<file path="config.mk">
export PLATFORM = sky130hd
export DESIGN_NAME = kwus_seq
export DESIGN_NICKNAME = d
export VERILOG_FILES = /design/src/design/kwus_pkg.sv /design/src/design/kwus_seq.sv
export SDC_FILE = /design/constraint.sdc
export NUM_CORES = 1
export LEC_CHECK = 0
export BUFFER_PORTS_ARGS = -buffer_cell sky130_fd_sc_hd__buf_2
export CORE_MARGIN = 4
export CORE_UTILIZATION = 49
export CTS_BUF_LIST = sky130_fd_sc_hd__clkbuf_4 sky130_fd_sc_hd__clkbuf_8
export DETAILED_ROUTE_END_ITERATION = 8
export PLACE_DENSITY_LB_ADDON = 0.25
export SETUP_SLACK_MARGIN = 0.2
export SLEW_MARGIN = 0
export SYNTH_ARGS = -nofsm -noshare
export SYNTH_HDL_FRONTEND = slang
export SYNTH_SLANG_ARGS = --single-unit
</file>
<file path="constraint.sdc">
create_clock -name clk -period 4.6 [get_ports clk]
set_clock_uncertainty 0.15 [all_clocks]
set_input_delay 0.46 -clock clk [delete_from_list [all_inputs] [get_ports clk]]
set_output_delay 0.46 -clock clk [all_outputs]
set_load 0.01 [all_outputs]
</file>
<file path="src/design/kwus_pkg.sv">
// ----------------------------------------------------------------------------
// kwus_pkg
// Shared types and constants for the Kruskal wall union step block.
// ----------------------------------------------------------------------------
package kwus_pkg;

  // Tile store geometry
  localparam int MAX_TILES = 4096;
  localparam int TILE_W    = $clog2(MAX_TILES);
  localparam int CNT_W     = TILE_W + 1;
  localparam int BUD_W     = 12;

  // Configuration port
  localparam int CFG_IDX_W  = 1;
  localparam int CFG_DATA_W = CNT_W;
  localparam logic [CFG_IDX_W-1:0] CFG_TILES_IN_USE = 1'd0;
  localparam logic [CFG_IDX_W-1:0] CFG_EXTRA_BUDGET = 1'd1;

  // Reset values of the configuration registers
  localparam logic [CNT_W-1:0] TILES_RESET  = CNT_W'(MAX_TILES);
  localparam logic [BUD_W-1:0] BUDGET_RESET = '0;

  // Request modes
  localparam logic MODE_WALL    = 1'b0;
  localparam logic MODE_RESTART = 1'b1;

  // Sequencer states
  typedef enum logic [1:0] {
    ST_CLEAR,
    ST_IDLE,
    ST_WALK_A,
    ST_WALK_B
  } kwus_state_t;

  // Budget control from sequencer to the budget counter
  typedef struct packed {
    logic budget_load;
    logic budget_dec;
  } kwus_ctl_t;

endpackage

</file>
<file path="src/design/kwus_seq.sv">
// ----------------------------------------------------------------------------
// kwus_seq
// Sequencer: clearing pass, two root walks through the parent store, and the
// join or budget decision. Drives the result registers.
// ----------------------------------------------------------------------------
module kwus_seq (
  input  logic                         clk,
  input  logic                         rst_n,
  input  logic                         start,
  input  logic                         in_mode,
  input  logic [kwus_pkg::TILE_W-1:0]  in_tile_a,
  input  logic [kwus_pkg::TILE_W-1:0]  in_tile_b,
  input  logic [kwus_pkg::CNT_W-1:0]   tiles_in_use,
  input  logic                         budget_nz,
  output logic                         busy,
  output kwus_pkg::kwus_ctl_t          ctl,
  output logic                         ram_we,
  output logic [kwus_pkg::TILE_W-1:0]  ram_wr_addr,
  output logic [kwus_pkg::TILE_W-1:0]  ram_wr_data,
  output logic [kwus_pkg::TILE_W-1:0]  ram_rd_addr,
  input  logic [kwus_pkg::TILE_W-1:0]  ram_rd_data,
  output logic                         out_valid,
  output logic                         out_remove_wall,
  output logic                         out_joined,
  output logic                         out_bad_tile
);
  import kwus_pkg::*;

  kwus_state_t       state_r, state_nxt;
  logic [TILE_W-1:0] cur_r, cur_nxt;     // node being walked
  logic [TILE_W-1:0] ra_r, ra_nxt;       // root of tile a
  logic [TILE_W-1:0] b_r, b_nxt;         // held tile b
  logic [TILE_W-1:0] clr_r, clr_nxt;     // clearing pass address
  logic              emit_r, emit_nxt;   // clearing pass answers a restart
  logic              valid_r, valid_nxt;
  logic              remove_r, remove_nxt;
  logic              joined_r, joined_nxt;
  logic              bad_r, bad_nxt;
  logic              tile_bad;
  logic              at_root;

  // Range check against the tile count (a count above the store size never trips)
  assign tile_bad = ({1'b0, in_tile_a} >= tiles_in_use) ||
                    ({1'b0, in_tile_b} >= tiles_in_use);

  // Read data is the parent of the node read last cycle
  assign at_root = (ram_rd_data == cur_r);

  // Control registers
  always_ff @(posedge clk) begin
    if (!rst_n) begin
      state_r <= ST_CLEAR;
      clr_r   <= '0;
      emit_r  <= 1'b0;
      valid_r <= 1'b0;
    end else begin
      state_r <= state_nxt;
      clr_r   <= clr_nxt;
      emit_r  <= emit_nxt;
      valid_r <= valid_nxt;
    end
  end

  // Payload registers
  always_ff @(posedge clk) begin
    cur_r    <= cur_nxt;
    ra_r     <= ra_nxt;
    b_r      <= b_nxt;
    remove_r <= remove_nxt;
    joined_r <= joined_nxt;
    bad_r    <= bad_nxt;
  end

  // Next state and outputs
  always_comb begin
    state_nxt   = state_r;
    cur_nxt     = cur_r;
    ra_nxt      = ra_r;
    b_nxt       = b_r;
    clr_nxt     = clr_r;
    emit_nxt    = emit_r;
    valid_nxt   = 1'b0;
    remove_nxt  = 1'b0;
    joined_nxt  = 1'b0;
    bad_nxt     = 1'b0;
    ctl         = '0;
    ram_we      = 1'b0;
    ram_wr_addr = clr_r;
    ram_wr_data = clr_r;
    ram_rd_addr = cur_r;
    case (state_r)
      ST_CLEAR: begin
        // each entry points to itself
        ram_we  = 1'b1;
        clr_nxt = clr_r + 1'b1;
        if (clr_r == TILE_W'(MAX_TILES - 1)) begin
          state_nxt = ST_IDLE;
          valid_nxt = emit_r;
          emit_nxt  = 1'b0;
        end
      end
      ST_IDLE: begin
        if (start) begin
          if (in_mode == MODE_RESTART) begin
            ctl.budget_load = 1'b1;
            clr_nxt         = '0;
            emit_nxt        = 1'b1;
            state_nxt       = ST_CLEAR;
          end else if (tile_bad) begin
            valid_nxt = 1'b1;
            bad_nxt   = 1'b1;
          end else begin
            ram_rd_addr = in_tile_a;
            cur_nxt     = in_tile_a;
            b_nxt       = in_tile_b;
            state_nxt   = ST_WALK_A;
          end
        end
      end
      ST_WALK_A: begin
        if (at_root) begin
          ra_nxt      = cur_r;
          cur_nxt     = b_r;
          ram_rd_addr = b_r;
          state_nxt   = ST_WALK_B;
        end else begin
          cur_nxt     = ram_rd_data;
          ram_rd_addr = ram_rd_data;
        end
      end
      ST_WALK_B: begin
        if (at_root) begin
          state_nxt = ST_IDLE;
          valid_nxt = 1'b1;
          if (ra_r != cur_r) begin
            // join: root of a now hangs under root of b
            ram_we      = 1'b1;
            ram_wr_addr = ra_r;
            ram_wr_data = cur_r;
            remove_nxt  = 1'b1;
            joined_nxt  = 1'b1;
          end else if (budget_nz) begin
            remove_nxt     = 1'b1;
            ctl.budget_dec = 1'b1;
          end
        end else begin
          cur_nxt     = ram_rd_data;
          ram_rd_addr = ram_rd_data;
        end
      end
      default: begin
        state_nxt = ST_IDLE;
      end
    endcase
  end

  assign busy            = (state_r != ST_IDLE);
  assign out_valid       = valid_r;
  assign out_remove_wall = remove_r;
  assign out_joined      = joined_r;
  assign out_bad_tile    = bad_r;

endmodule

</file>
## Yosys cells after proc, flatten, opt, wreduce, memory -nomap -nowiden

Index checks and enable logic that the tools add are counted.

| storage, ports and cells | value |
|---|---|
| logic and storage cells | 80 |
| input bits | 54 |
| register bits after elaboration | 55 |
| output and inout bits | 44 |

| operators by class | value |
|---|---|
| bitwise operators | 2 |
| muxes and demuxes | 43 |
| order comparisons | 2 |
| equal/unequal tests | 13 |
| add/subtract/negate cells | 1 |
| reductions and logical operators | 9 |

Operator list:

| kind | count |
|---|---|
| $mux W12 | 13 |
| $pmux W12 S3 | 1 |
| $ge A12 B13 Y1 | 2 |
| $pmux W12 S2 | 1 |
| $mux W1 | 18 |
| $add A12 B1 Y12 const B | 1 |
| $eq A12 B12 Y1 | 1 |
| $eq A12 B12 Y1 const B | 1 |
| $mux W2 | 6 |
| $ne A12 B12 Y1 | 1 |
| $ne A2 B2 Y1 const B | 5 |
| $pmux W2 S4 | 1 |
| $reduce_and A4 Y1 | 2 |
| $reduce_and A5 Y1 | 1 |
| $eq A2 B2 Y1 const B | 2 |
| $pmux W1 S2 | 2 |
| $reduce_and A2 Y1 | 2 |
| $ne A3 B3 Y1 const B | 1 |
| $pmux W1 S3 | 1 |
| $reduce_and A3 Y1 | 1 |
| $eq A2 B1 Y1 const B | 1 |
| $logic_not A2 Y1 | 1 |
| $ne A2 B1 Y1 const B | 1 |
| $not A1 Y1 | 2 |
| 2 further kinds | 2 |

## Logic depth before layout (Yosys ltp)

Gate-level depths: netlist of run 1.

| depth | value |
|---|---|
| depth after elaboration | 6 |
| depth in mapped cells | 9 |
| depth with buffers taken out | 8 |

## Worst setup path after synthesis of run 1

Ideal clock, no wire load.

| timing path | value |
|---|---|
| kind | in2out |
| from | input tiles_in_use[10] (netlist bit) |
| to | output ram_rd_addr[6] (netlist bit) |
| stages | 8 |
| required time | 3.990 ns |
| path slack | 1.565 ns |
| path buffers | 0 |
| data arrival time | 2.425 ns |
| cells stage by stage | inv_1 > ha_1 > a21oi_1 > o221ai_1 > a222oi_1 > nand3_1 > or3_1 > a222oi_1 |

| between the ends | value |
|---|---|
| longest elaborated chain between the ends | 6 |
| elaborated cells between the ends (all ways) | 7 |
| those cells by class | order compare: 2; mux: 4; reduce/logical: 1 |

Ends and longest elaborated chain:

| element | RTL line | text |
|---|---|---|
| start, declared | kwus_seq.sv:13 | `input logic [kwus_pkg::CNT_W-1:0] tiles_in_use,` |
| $ge A12 B13 Y1, on equally long branches | kwus_seq.sv:43, kwus_seq.sv:44 |  |
| $logic_or A1 B1 Y1 * | kwus_seq.sv:43 | `assign tile_bad = ({1'b0, in_tile_a} >= tiles_in_use) \|\|` |
| $mux W12 * | kwus_seq.sv:109 | `end else if (tile_bad) begin` |
| $mux W12 * | kwus_seq.sv:104 | `if (in_mode == MODE_RESTART) begin` |
| $mux W12 * | kwus_seq.sv:103 | `if (start) begin` |
| $pmux W12 S3 * | kwus_seq.sv:91 | `case (state_r)` |
| end, declared | kwus_seq.sv:20 | `output logic [kwus_pkg::TILE_W-1:0] ram_rd_addr,` |

Every way passes the cells marked *; elsewhere a longest branch is shown, timed or not.

## Final worst setup path of run 1

| timing path | value |
|---|---|
| from | register cur_r[8] |
| to | output ram_rd_addr[6] (netlist bit) |

| between the ends | value |
|---|---|
| longest elaborated chain between the ends | 3 |
| elaborated cells between the ends (all ways) | 4 |
| those cells by class | eq/ne: 1; mux: 3 |

Ends and longest elaborated chain:

| element | RTL line | text |
|---|---|---|
| start, declared | kwus_seq.sv:30 | `logic [TILE_W-1:0] cur_r, cur_nxt;` |
| start signal, assigned | kwus_seq.sv:66 | `cur_r <= cur_nxt;` |
| $eq A12 B12 Y1 * | kwus_seq.sv:47 | `assign at_root = (ram_rd_data == cur_r);` |
| $mux W12, on equally long branches | kwus_seq.sv:132, kwus_seq.sv:121 |  |
| $pmux W12 S3 * | kwus_seq.sv:91 |  |

Marked as above.

==> flow_summary_export.csv, run 1 <==
group,metric,value,unit
run,maxCapViolations,0,
worst_setup_path,r2r_cells,6,
detailed_routing,drt_wl_total,9.292,mm
timing,finalWorstSetupSlack,0.8476,ns
pwr,combPwrFrac,14.0,%
die,fp.coreArea,6869,µm²
hold_path,min_from,"in_tile_b[3]",
worst_setup_path,r2r-start,"cur_r[8]$_DFF_P_",
timing,tns,0,ns
timing,worst_pin_slew,1.118,ns
layout,drive_above_1_share,31.85,%
synth,synth_seq_cells,55,
detailed_routing,avgRoutedWirePerCell,17.05,µm
clock_network,clk_pin_slew_worst_paths,0.10,ns
global_routing,grt_pass1_wl,14.72,mm
pwr,seqPwrFrac,53.1,%
synth,ys_warn_count,0,
worst_setup_path,crit_path_max_fanout,14,
timing,maxSlewViolCount,0,
worst_setup_path,cp-end-kind,"output port",
global_routing,grt_pass1_vias,2976,
clock_network,cts.root.buffer_cell,"clkbuf_8",
timing,hold_viol,0,
worst_setup_path,r2r-end,"cur_r[6]$_DFF_P_",
clock_network,cts_hold_buf,0,
pwr,p_sw,0.2519,mW
synth,postSynthAreaPerCell,9.977,µm²
layout,multi_input_area,1944,µm²
pwr,clkPwrFrac,33.0,%
worst_setup_path,critPathLaunchType,"register",
detailed_routing,drt-initial-drc-count,183,
die,die_x,92.42,µm
die,dieHeight,92.42,µm
global_routing,track_usage,21.77,%
synth,synth_edf_count,24,
clock_network,clk_latency,0.31,ns
clock_network,numCtsBuffers,5,
synth,synth_top_family_by_area,"simple AND/OR/NAND/NOR gates",
place,preCtsSetupSlack,1.061,ns
worst_setup_path,path_cells,"xor2_1, nor4_1, and3_1, and2_2, a221oi_1, a222oi_1, buf_2",
worst_setup_path,critPathSlowestCell,"nor4_1",
synth,yosys.area.top_type,"edfxtp_1",
synth,async_reset_ff_share,0,%
pwr,peakVddDrop,170.9,µV
place,dp_hpwl,7.393,mm
synth,seq_area_frac_synth,38.41,%
worst_setup_path,arrival,3.14,ns
synth,yosys.cell_count.top_type,"inv_1",
pwr,p_leak,1.898,nW
global_routing,grt_overflow_total,0,
run_status,outcome,"finished clean",
timing,min_period,3.752,ns
worst_setup_path,path_class,"register to output port",
layout,nNetsFinal,532,
layout,regArea,1341,µm²
synth,yosys-top-cells-count,"36 x inv_1, 31 x dfxtp_1, 30 x ha_1",
clock_network,cts.sinks,55,
hold_path,holdCritPathClass,"input port to register",
synth,synth_top_cell_area_share,20.64,%
global_routing,grt_use_met2,35.95,%
synth,synthFlopType,"dfxtp_1",
timing,setup_viol,0,
clock_network,post_cts_buffers,0,
layout,postLayoutCellArea,4154,µm²
die,rows,30,
synth,synth_area,3492,µm²
timing,fmax,266.5,MHz
detailed_routing,drc,0,
timing,fin_crit_sh,81.57,%
synth,syn_nets,434,
global_routing,antenna_found_initial,0,
worst_setup_path,slowest_delay,0.57,ns
clock_network,ctsResizeCount,0,
synth,synthXorXnorAreaFrac,7.524,%
hold_path,hold_depth,1,
layout,fillCellCount,610,
detailed_routing,antenna_left,0,
global_routing,use_met3,3.331,%
clock_network,clockBufferDepth,2,
layout,diodes,0,
die,start_util,50.84,%
synth,muxShareOfSynthArea,8.886,%
global_routing,grt_busiest_layer,"met2",
timing,rsz0062_at_grt,"false",
synth,synthSimpleGateAreaFrac,14.80,%
synth,postSynthCellCount,350,
place,placed_area,4041,µm²
synth,yosysUniqueCellTypes,46,
hold_path,min_to,"b_r[3]$_DFFE_PP_",
die,die_area,8541,µm²
synth,ys_top_cells_by_area,"edfxtp_1 21%, dfxtp_1 18%, ha_1 11%",
timing,slew_headroom,25.22,%
worst_setup_path,reg2reg_slack,1.69,ns
detailed_routing,first_pass_iters,4,
clock_network,h-tree-depth,2,
pwr,powerDensity,241.9,nW/µm²
pwr,finalPower,1.005,mW
detailed_routing,detail_route.vias_per_cell,5.550,
synth,synth_compound_area_share,13.72,%
worst_setup_path,crit_required,3.99,ns
pwr,p_int,0.7528,mW
pwr,p_sw_share,25.07,%
global_routing,met1_usage,28.58,%
place,dp_cells,537,
synth,synthAdderAreaFrac,10.75,%
place,place_congestion,0.8603,
layout,fin_cells,545,
layout,area_delta_synth_final,18.95,%
die,io_pins,98,
detailed_routing,routed-via-count,3025,
place,port_buffers,97,
global_routing,grt_max_degree,28,
clock_network,cts_tree,"yes",
-- registers in the layout, indices dropped and copies added (netlist names) --
name,cells
out_valid,1
ra_r,12
clr_r,12
state_r,2
cur_r,12
emit_r,1
out_bad_tile,1
b_r,12
out_joined,1
out_remove_wall,1
-- cells by family (layout without fill, tap and decap cells) --
family,Yosys count,in the layout
AOI/OAI and AO/OA,63,63
xor gates and xnor gates,30,30
adders and majority gates,30,30
buffers and inverters,44,143
DFF,55,55
muxes,28,28
and+or+nand+nor,100,100
-- cells in the final DEF (no fill, tap or decap), types with 2 or more instances in the layout --
cell,count
buf_2,97
inv_1,36
dfxtp_1,31
ha_1,30
xor2_1,29
nor2_1,24
mux2_2,24
edfxtp_1,24
nand2_1,18
a21oi_1,17
nand3_1,15
a221o_1,15
o21ai_0,10
nand4_1,7
nor4_1,6
and2_2,6
nor3_1,6
or3_1,5
clkbuf_8,5
mux2i_1,4
and3_1,3
and4_1,3
a221o_2,3
nand3b_1,2
a22oi_1,2
o311ai_0,2
o221ai_1,2
a222oi_1,2
nand2b_1,2
buf_4,2
-- per-stage QoR --
stage          hold WS [ns]  util, %
6_report             0.1922    60.47
5_1_grt              0.1870    60.47
4_1_cts              0.1838    60.47
3_5_place_dp         0.3395    58.83
3_3_place_gp         0.3183    58.83
2_1_floorplan        0.3081        -
-- power groups by stage --
stage	clock network (mW)	registers, mW	logic, mW
floorplan	0	0.538	0.0785
global placement	0	0.544	0.134
detailed placement	0	0.544	0.139
CTS	0.338	0.533	0.140
global route	0.351	0.535	0.156
finish	0.331	0.533	0.140
-- worst max path at each step --
stage	start	slack, ns	to
global route	cur_r[7]$_DFF_P_	0.69	ram_rd_addr[6]
floorplan	tiles_in_use[10]	1.56	ram_rd_addr[6]
global placement	tiles_in_use[3]	1.13	ram_rd_addr[9]
finish	cur_r[8]$_DFF_P_	0.85	ram_rd_addr[6]
detailed placement	tiles_in_use[3]	1.06	ram_rd_addr[4]
CTS	cur_r[8]$_DFF_P_	0.89	ram_rd_addr[6]
-- cell type report --
type | instances | area share (%)
sequential | 55 | 32.29
tap | 96 | 2.892
timing repair buffer | 99 | 12.05
clock buffer | 6 | 1.837
clock inverter | 2 | 0.8735
inverter | 36 | 3.253
multi-input combinational | 251 | 46.81
-- critical path, delay by kind of cell (launching register included) --
kind / cells / cell delay, ns
compound gates: 2 / 0.53
xor+xnor: 1 / 0.12
buf+inv: 1 / 0.22
flops: 1 / 0.51
simple gates: 3 / 1.45
-- routing by layer --
layer  vias to the layer above  wire [µm]  part of all wire (%)
li1                       1483          -                     -
met1                      1417       4084                    44
met2                       110       4424                    48
met3                        15        579                   6.2
met4                         0        204                   2.2
met5                         -          0                     0
Power figures use the tool's default switching activity.
==> run 2: changes to the inputs <==
--- a/config.mk
+++ b/config.mk
@@ -5,6 +5,7 @@
 export SDC_FILE = /design/constraint.sdc
 export NUM_CORES = 1
 export LEC_CHECK = 0
+export ABC_AREA = 1
 export BUFFER_PORTS_ARGS = -buffer_cell sky130_fd_sc_hd__buf_2
 export CORE_MARGIN = 4
 export CORE_UTILIZATION = 49
==> constraint.sdc (replaced) <==
create_clock -name clk -period 3.2 [get_ports clk]
set_clock_uncertainty 0.15 [all_clocks]
set_input_delay 0.32 -clock clk [delete_from_list [all_inputs] [get_ports clk]]
set_output_delay 0.32 -clock clk [all_outputs]
set_load 0.01 [all_outputs]
==> flow_summary_export.csv, run 2 <==
group,metric,value,unit
synth,async_reset_ff_share,0,%
worst_setup_path,worstSetupEndpoint,"ram_wr_data[6]",
place,port_buffers,97,
place,place_congestion,0.9342,
worst_setup_path,critPathLaunchType,"register",
worst_setup_path,worstSetupStartpoint,"cur_r[3]$_DFF_P_",
die,dieHeight,98.57,µm
clock_network,clockBufferDepth,2,
worst_setup_path,cp-end-kind,"output port",
layout,nNetsFinal,766,
global_routing,antenna_found_initial,0,
worst_setup_path,crit_family,"simple AND/OR/NAND/NOR gates",
run,maxCapViolations,0,
detailed_routing,routed-via-count,4026,
timing,worst_pin_slew,0.5991,ns
synth,seq_area_frac_synth,33.37,%
die,start_util,51.21,%
worst_setup_path,crit_required,2.73,ns
clock_network,cts_tree,"yes",
detailed_routing,drt_wl_total,10.62,mm
detailed_routing,drt-initial-drc-count,248,
layout,fillCellCount,742,
worst_setup_path,reg2reg_slack,0.61,ns
synth,postSynthAreaPerCell,6.941,µm²
worst_setup_path,crit_path_max_fanout,38,
clock_network,numCtsBuffers,5,
clock_network,clk_pin_slew_worst_paths,0.10,ns
timing,hold_viol,0,
synth,ys_top_cells_by_area,"edfxtp_1 18%, dfxtp_1 15%, nand2_1 13%",
detailed_routing,detail_route.vias_per_cell,5.129,
layout,layout_common_cells,"133 x nand2_1, 107 x inv_1, 97 x buf_2",
synth,synth_seq_cells,55,
clock_network,cts.root.buffer_cell,"clkbuf_8",
synth,yosys.cell_count.top_type,"nand2_1",
clock_network,h-tree-depth,2,
detailed_routing,drc,0,
pwr,peakVddDrop,207.8,µV
worst_setup_path,r2r-end,"clr_r[11]$_SDFFE_PN0P_",
pwr,powerDensity,274.7,nW/µm²
worst_setup_path,path_cells,"buf_4, xor2_1, nor3_1, nand4_1, nand2_2, buf_6, nand2_1, o21ai_0, inv_1, buf_2",
synth,postSynthCellCount,579,
synth,yosysUniqueCellTypes,33,
layout,regArea,1343,µm²
global_routing,grt_max_degree,39,
global_routing,grt_pass1_wl,17.65,mm
synth,yosys-top-cells-count,"134 x nand2_1, 107 x inv_1, 54 x nor2_1",
layout,diodes,0,
global_routing,grt_pass1_vias,3948,
synth,ys_warn_count,0,
die,rows,32,
synth,synth_area,4019,µm²
timing,min_period,2.839,ns
timing,setup_viol,0,
hold_path,holdCritPathClass,"input port to register",
die,fp.coreArea,7848,µm²
global_routing,grt_overflow_total,0,
timing,fin_crit_sh,88.73,%
timing,tns,0,ns
timing,whs,0.05144,ns
layout,multi_input_area,2185,µm²
worst_setup_path,path_class,"register to output port",
timing,slew_headroom,60.06,%
die,die_x,98.57,µm
synth,synth_top_cell_area_share,17.93,%
detailed_routing,avgRoutedWirePerCell,13.53,µm
detailed_routing,first_pass_iters,6,
timing,maxSlewViolCount,0,
pwr,p_leak,2.560,nW
layout,drive_above_1_share,20.79,%
worst_setup_path,slowest_delay,0.33,ns
timing,rsz0062_at_grt,"true",
worst_setup_path,arrival,2.37,ns
worst_setup_path,r2r_cells,11,
detailed_routing,antenna_left,0,
synth,yosys.area.top_type,"edfxtp_1",
hold_path,min_from,"in_tile_b[9]",
synth,synthFlopType,"dfxtp_1",
run_status,outcome,"finished clean",
die,die_area,9715,µm²
worst_setup_path,r2r-start,"state_r[1]$_SDFFE_PN0P_",
layout,area_delta_synth_final,18.56,%
timing,fmax,352.2,MHz
die,io_pins,98,
clock_network,cts.sinks,55,
worst_setup_path,critPathSlowestCell,"dfxtp_1",
worst_setup_path,cp.depth,10,
clock_network,clk_latency,0.31,ns
layout,final_common_cell,"nand2_1",
global_routing,track_usage,21.92,%
worst_setup_path,crit_buf_inv,4,
pwr,finalPower,1.309,mW
synth,synth_edf_count,24,
place,dp_hpwl,8.676,mm
synth,syn_nets,663,
## run 2: worst min path at each step
stage	slack, ns	cells after the start	end
after CTS	0.05	1	b_r[9]$_DFFE_PP_
after detailed placement	0.35	2	clr_r[4]$_SDFFE_PN0P_
final	0.05	1	b_r[9]$_DFFE_PP_
after floorplan	0.25	0	ra_r[5]$_DFFE_PP_
after global placement	0.35	2	clr_r[4]$_SDFFE_PN0P_
after global routing	0.03	1	b_r[2]$_DFFE_PP_
## run 2: kinds of logic (layout without fill, tap and decap cells)
| logic type | Yosys count | after routing | synth area share [%] |
|---|---|---|---|
| AND/OR/NAND/NOR | 277 | 277 | 30.57 |
| XOR/XNOR | 19 | 19 | 4.141 |
| buffers and inverters | 128 | 232 | 12.45 |
| adder cells (fa/ha/maj) | 30 | 30 | 9.340 |
| flip-flops | 55 | 55 | 33.37 |
| AO/OA/AOI/OAI | 70 | 70 | 10.12 |
## run 2: cell type report
type,count,area share (%)
Clock buffer,5,1.444
Clock inverter,3,0.3151
Inverter,111,8.745
Multi-Input combinational cell,396,45.85
Sequential cell,55,28.18
Tap cell,102,2.679
Timing Repair Buffer,113,12.79
## run 2: power breakdown
group	total (mW)	switching (mW)	leakage, nW	internal [mW]
sequential	0.733	0.00179	0.425	0.731
clock	0.378	0.228	0.0392	0.149
combinational	0.198	0.115	2.10	0.0833
## run 2: per-stage QoR
stage          instance area, µm²  util [%]  std cells  worst slack [ns]
2_1_floorplan                4019         -        579            0.5874
3_5_place_dp                 4661     59.39        776            0.4428
4_1_cts                      4758     60.63        785            0.2154
5_1_grt                      4765     60.71        785            0.1746
6_report                     4765     60.71        785            0.3606
3_3_place_gp                 4661     59.39        776            0.4862
## run 2: metal layers
layer / GRT usage (%) / vias to the layer above / part of all wire [%]
li1: - / 2068 / -
met1: 26.28 / 1768 / 42
met2: 38.12 / 163 / 48
met3: 5.025 / 27 / 7.0
met4: 8.403 / 0 / 3.1
met5: 0 / - / 0
## run 2: repair_timing
action                                 4_1_cts  5_1_grt
endpoints found under the hold margin        0        0
pin swaps                                    1        0
gates cloned                                 0        0
gates resized for setup                      2        2
buffers inserted                             1        0
hold buffers                                 0        0
setup endpoints to repair                    6       24
